## src/rtl/g2e_pkg.sv

```systemverilog
// Shared types, constants and helper functions for the geodetic to ECEF converter.
package g2e_pkg;

    localparam int CORDIC_STEPS = 30;
    localparam int NEWTON_STEPS = 4;

    localparam logic signed [32:0] CORDIC_START = 33'sd652032874;
    localparam logic [32:0]        E2_Q40       = 33'd7360548640;
    localparam logic [32:0]        A_MM         = 33'd6378137000;
    localparam logic [30:0]        ONE_Q30      = 31'd1073741824;
    localparam logic [33:0]        Y_START      = 34'd2147483648;
    localparam logic [33:0]        THREE_Q31    = 34'd6442450944;
    localparam logic [66:0]        HALF_Q31     = 67'd1073741824;
    localparam logic signed [68:0] HALF_Q30     = 69'sd536870912;
    localparam logic [30:0]        W_MIN        = 31'd1066000000;

    // One rotator: vector, residual angle, half-turn flag
    typedef struct packed {
        logic signed [32:0] x;
        logic signed [32:0] y;
        logic signed [33:0] z;
        logic               flip;
    } t_rot;

    // Both rotators plus the height riding along
    typedef struct packed {
        t_rot               lat;
        t_rot               lon;
        logic signed [27:0] h;
    } t_cord;

    // Trig results and height carried beside the radius math
    typedef struct packed {
        logic signed [32:0] slat;
        logic signed [32:0] clat;
        logic signed [32:0] slon;
        logic signed [32:0] clon;
        logic signed [27:0] h;
    } t_side;

    // Inverse square root state
    typedef struct packed {
        logic [33:0] y;
        logic [30:0] w;
        t_side       side;
    } t_nwt;

    // Arctangent of 2^-i in units of 2^-32 turn
    function automatic logic [31:0] atan_turn(input int i);
        logic [31:0] v;
        case (i)
            0:  v = 32'h20000000;
            1:  v = 32'h12E4051E;
            2:  v = 32'h09FB385B;
            3:  v = 32'h051111D4;
            4:  v = 32'h028B0D43;
            5:  v = 32'h0145D7E1;
            6:  v = 32'h00A2F61E;
            7:  v = 32'h00517C55;
            8:  v = 32'h0028BE53;
            9:  v = 32'h00145F2F;
            10: v = 32'h000A2F98;
            11: v = 32'h000517CC;
            12: v = 32'h00028BE6;
            13: v = 32'h000145F3;
            14: v = 32'h0000A2FA;
            15: v = 32'h0000517D;
            16: v = 32'h000028BE;
            17: v = 32'h0000145F;
            18: v = 32'h00000A30;
            19: v = 32'h00000518;
            20: v = 32'h0000028C;
            21: v = 32'h00000146;
            22: v = 32'h000000A3;
            23: v = 32'h00000051;
            24: v = 32'h00000029;
            25: v = 32'h00000014;
            26: v = 32'h0000000A;
            27: v = 32'h00000005;
            28: v = 32'h00000003;
            29: v = 32'h00000001;
            default: v = 32'h00000000;
        endcase
        return v;
    endfunction

    // Fold the angle into the right half plane and load the start vector
    function automatic t_rot rot_prep(input logic [31:0] angle);
        t_rot        r;
        logic [31:0] a;
        r.flip = angle[31] ^ angle[30];
        a      = r.flip ? angle + 32'h80000000 : angle;
        r.x    = CORDIC_START;
        r.y    = 33'sd0;
        r.z    = {{2{a[31]}}, a};
        return r;
    endfunction

    // floor((v*c + 2^29) / 2^30), low 34 bits
    function automatic logic signed [33:0] mul_q30(input logic signed [35:0] v,
                                                  input logic signed [32:0] c);
        logic signed [68:0] prod;
        logic signed [68:0] sum;
        prod = v * c;
        sum  = prod + HALF_Q30;
        return sum[63:30];
    endfunction

endpackage

```

## src/rtl/g2e_cordic_cell.sv

```systemverilog
// One CORDIC rotation step for latitude and longitude, registered.
module g2e_cordic_cell #(
    parameter int STEP = 0
) (
    input  logic            i_clk,
    input  logic            i_rst_n,
    input  logic            i_en,
    input  logic            i_valid,
    input  g2e_pkg::t_cord  i_data,
    output logic            o_valid,
    output g2e_pkg::t_cord  o_data
);

    logic           r_valid;
    g2e_pkg::t_cord r_data;
    g2e_pkg::t_cord n_data;

    // Turn toward zero residual angle
    function automatic g2e_pkg::t_rot rotate(input g2e_pkg::t_rot r);
        g2e_pkg::t_rot      o;
        logic signed [32:0] dx;
        logic signed [32:0] dy;
        logic signed [33:0] at;
        dx = r.y >>> STEP;
        dy = r.x >>> STEP;
        at = {2'b00, g2e_pkg::atan_turn(STEP)};
        o  = r;
        if (!r.z[33]) begin
            o.x = r.x - dx;
            o.y = r.y + dy;
            o.z = r.z - at;
        end else begin
            o.x = r.x + dx;
            o.y = r.y - dy;
            o.z = r.z + at;
        end
        return o;
    endfunction

    always_comb begin
        n_data     = i_data;
        n_data.lat = rotate(i_data.lat);
        n_data.lon = rotate(i_data.lon);
    end

    always_ff @(posedge i_clk) begin
        if (!i_rst_n) begin
            r_valid <= 1'b0;
        end else if (i_en) begin
            r_valid <= i_valid;
        end
    end

    always_ff @(posedge i_clk) begin
        if (i_en) begin
            r_data <= n_data;
        end
    end

    assign o_valid = r_valid;
    assign o_data  = r_data;

endmodule

```

## config.mk

```make
export PLATFORM = sky130hd
export DESIGN_NAME = g2e_cordic_cell
export DESIGN_NICKNAME = d
export VERILOG_FILES = /design/src/rtl/g2e_pkg.sv /design/src/rtl/g2e_cordic_cell.sv
export SDC_FILE = /design/constraint.sdc
export NUM_CORES = 1
export LEC_CHECK = 0
export BUFFER_PORTS_ARGS = -buffer_cell sky130_fd_sc_hd__buf_2
export CORE_MARGIN = 4
export CORE_UTILIZATION = 45
export CTS_CLUSTER_DIAMETER = 40
export DETAILED_ROUTE_END_ITERATION = 10
export PLACE_DENSITY = 0.7
export SKIP_CTS_REPAIR_TIMING = 1
export SLEW_MARGIN = 0
export SYNTH_ARGS = -nofsm -noshare
export SYNTH_HDL_FRONTEND = slang
export SYNTH_SLANG_ARGS = --single-unit
```

## constraint.sdc

```tcl
create_clock -name i_clk -period 6.8 [get_ports i_clk]
set_input_delay 0.34 -clock i_clk [delete_from_list [all_inputs] [get_ports i_clk]]
set_output_delay 0.34 -clock i_clk [all_outputs]
set_load 0.05 [all_outputs]
```

* After elaboration in Yosys (flattened, before gate mapping) *
Cells that the tools add are included.

cells by class
  add/sub/neg operators = 10
  $mul = 0
  div/mod/pow operators = 0
  $lt $le $gt $ge = 0
  eq/ne operators = 0
  shift operators = 0
  mux-type cells = 2
  bitwise logic cells = 0
  reductions and logical operators = 0

operators by type and width
  cell                      number
  $mux W100                 2
  $sub A33 B33 Y33          4
  $add A34 B31 Y34 const B  2
  $sub A34 B31 Y34 const B  2
  $add A33 B33 Y33          2

word-level totals
  bits in registers = 231
  latch bits = 0
  RAM bits = 0
  memory bits (read-only) = 0
  input port bits = 234
  logic and storage cells = 22
  memories kept = 0

* Longest topological paths before layout *
  depth in word-level cells = 2
  mapped depth = 13
  mapped depth without buffers = 12

* Worst setup path after synthesis *
OpenSTA, ideal clock, no wires.

  path type = input to register
  start point = input i_data[63] (netlist name)
  end point = register r_data (netlist bit o_data[118]) (data pin)
  setup time = 0.268 ns
  data arrival time = 2.621 ns
  data required time = 6.532 ns
  slack = 3.911 ns
  stages = 11
  path buffers = 0
  cell sequence = ha_1 > fa_1 > nor2b_1 > o21ai_0 > o211ai_1 > a221oi_2 > o31a_1 > o41ai_2 > a311oi_1 > mux2i_1 > xnor2_1

RTL lines
  what                  RTL line               source
  start, declared       g2e_cordic_cell.sv:9   input g2e_pkg::t_cord i_data,
  end signal, assigned  g2e_cordic_cell.sv:56  r_data <= n_data;
  end, declared         g2e_cordic_cell.sv:15  g2e_pkg::t_cord r_data;

==> results.sh <==
export IMPL_outcome="completed"
export IMPL_placementRows=73
export IMPL_rsz0062_at_grt="false"
export IMPL_fin_skew_ps=0
export IMPL_powerDensity_nw_per_um2=260
export IMPL_place_ws_ps=3050
export IMPL_drc=0
export IMPL_cp_max_fo=17
export IMPL_drv_slew=0
export IMPL_grt_antenna_before_repair=5
export IMPL_globalplace_congestion=0.952
export IMPL_synth_edf_count=228
export IMPL_clock_latency_ps=550
export IMPL_fin_ws_ps=3570
export IMPL_relSlewSlack_pct=27.3
export IMPL_die_height_um=208
export IMPL_crit_type="in -> reg"
export IMPL_hold_class="in -> reg"
export IMPL_global_route_overflow_total=0
export IMPL_area_growth_synth_to_final_pct=27.0
export IMPL_hp_start="i_data[58]"
export IMPL_grt_max_degree=92
export IMPL_synth_distinct_cells=84
export IMPL_synth_top_area_share_pct=37.9
export IMPL_antenna_left=0
export IMPL_netlist_top_cells_area="edfxtp_1 (38%), ha_1 (14%), a21oi_1 (6.0%)"
export IMPL_yosysTopAreaCell="edfxtp_1"
export IMPL_finalCriticalPeriod_ps=3230
export IMPL_cap_violations=0
export IMPL_ys_flop_type="edfxtp_1"
export IMPL_setup_viol=0
export IMPL_clk_pin_slew_ps=60
export IMPL_startpoint="i_data[177]"
export IMPL_dieWidth_um=208
export IMPL_reg2reg_from="o_valid$_SDFFE_PN0P_"
export IMPL_fin_hold_ws_ps=73.4
export IMPL_synthCells=1934
export IMPL_postLayoutCoreUtil_pct=57.8
export IMPL_core_area_um2=39700
export IMPL_grt_pass1_wl_um=92100
export IMPL_finalHoldViolations=0
export IMPL_fin_nets=2886
export IMPL_cts_buffer_depth=3
export IMPL_via_per_inst=5.69
export IMPL_die_area_um2=43500
export IMPL_wl_per_cell_um=20.5
export IMPL_ioPinCount=465
export IMPL_cts_sinks=229
export IMPL_finalPower_mw=5.98
export IMPL_grt_pass1_vias=16300
export IMPL_tns_ps=0
export IMPL_synth_seq_cells=229
export IMPL_initial_utilization_pct=45.5
export IMPL_cts_tree="built"
export IMPL_cts_made_buffers=41
export IMPL_wl_um=61700
export IMPL_ir_worst_vdd_mv=0.219
export IMPL_yosysMostFrequentCell="edfxtp_1"
export IMPL_synth_seq_area_share_pct=38.0
export IMPL_grt_use_total_pct=26.2
export IMPL_leakage_nw=10.4
export IMPL_syn_nets=2374
export IMPL_finalCritPeriodShare_pct=47.5
export IMPL_port_buffers=464
export IMPL_dp_hpwl_um=47300
export IMPL_cts_max_level=2
export IMPL_dr_first_iter_drc_count=1857
export IMPL_timing_fmax_ghz=0.310
export IMPL_syn_area_um2=18100
export IMPL_vias=17100
export IMPL_cp_end_kind="flip-flop"
export IMPL_async_flop_share_pct=0
export IMPL_synthTopCellsByCount="edfxtp_1 (228), a21oi_1 (216), ha_1 (198), inv_1 (195), nor2_1 (159)"
export IMPL_drive_gt1_share_pct=23.2
export IMPL_cts_root_buf="clkbuf_16"
export IMPL_syn_mean_instance_area_um2=9.35
export IMPL_required_ps=7100
export IMPL_first_pass_iters=6
export IMPL_arrival_ps=3530
export IMPL_yosysWarningCount=0
export IMPL_cp_start_kind="primary input"
export IMPL_tightest_slew_ps=1090
final timing paths:
kind,end,slack (ps),cells after the start
hold / removal,o_data[58]$_DFFE_PP_,70,2
hold reg to reg,o_valid$_SDFFE_PN0P_,550,2
setup / recovery,o_data[196]$_DFFE_PP_,3570,12
setup reg to reg,o_valid$_SDFFE_PN0P_,6170,2
metal layers:
layer | up-vias | share of wire, % | wire [um] | track usage, %
met4 | 4 | 3.4 | 2120 | 8.38
met3 | 164 | 7.4 | 4540 | 4.57
met1 | 8157 | 42 | 25700 | 35.5
met5 | - | 0.044 | 27 | 0
li1 | 7982 | - | - | -
met2 | 789 | 47 | 29300 | 42.9
critical path, cell delays in order:
cell	delay, ps
buf_2	110
inv_1	50
ha_1	660
inv_1	180
a21oi_1	280
o31ai_1	190
a2111oi_0	480
a21oi_1	240
a31oi_1	480
o21a_1	240
o22ai_1	110
xnor2_1	160
registers in the layout, indices dropped and copies added, names as in the netlist:
name and flops:
o_data 228, o_valid 1
where the power goes:
part / internal, mW / total (mW) / switching [mW]
Sequential: 1.81 / 1.87 / 0.0600
Clock: 1.19 / 1.95 / 0.759
Combinational: 0.621 / 2.16 / 1.54
kinds of logic after synthesis:
kind of cell               count (synthesis)  synth area share [%]
muxes                                     31                  1.72
adders and majority gates                206                  14.6
AOI/OAI and AO/OA                        616                  22.0
and+or+nand+nor                          430                  11.2
buffers and inverters                    292                  6.29
DFF                                      229                  38.0
xor gates and xnor gates                 130                  6.30
through the flow:
step	area (um2)	instances
floorplan	18100	1934
global placement	20700	2839
detailed placement	20700	2839
CTS	22100	2914
global route	23000	3006
finish	23000	3007
area by class of cell:
cell class	instances	area, um2
tap	525	657
timing repair buffer	559	3270
multi-input combinational	1413	10100
fill	3488	16800
clock inverter	30	256
sequential	229	6870
antenna	4	10.0
clock buffer	45	1060
inverter	202	758
cell usage in the layout, fill, tap and decap left out, types with 31 or more instances in the layout:
cell           instances
a21o_1                55
xnor2_1              115
inv_1                194
buf_2                463
nor3_1                45
clkbuf_16             42
o21bai_1              41
edfxtp_1             228
mux2i_1               31
o21ai_0              104
a21oi_1              216
dlygate4sd3_1         89
nor2_1               159
ha_1                 198
nand2_1               96
Power figures use the tool's default switching activity.
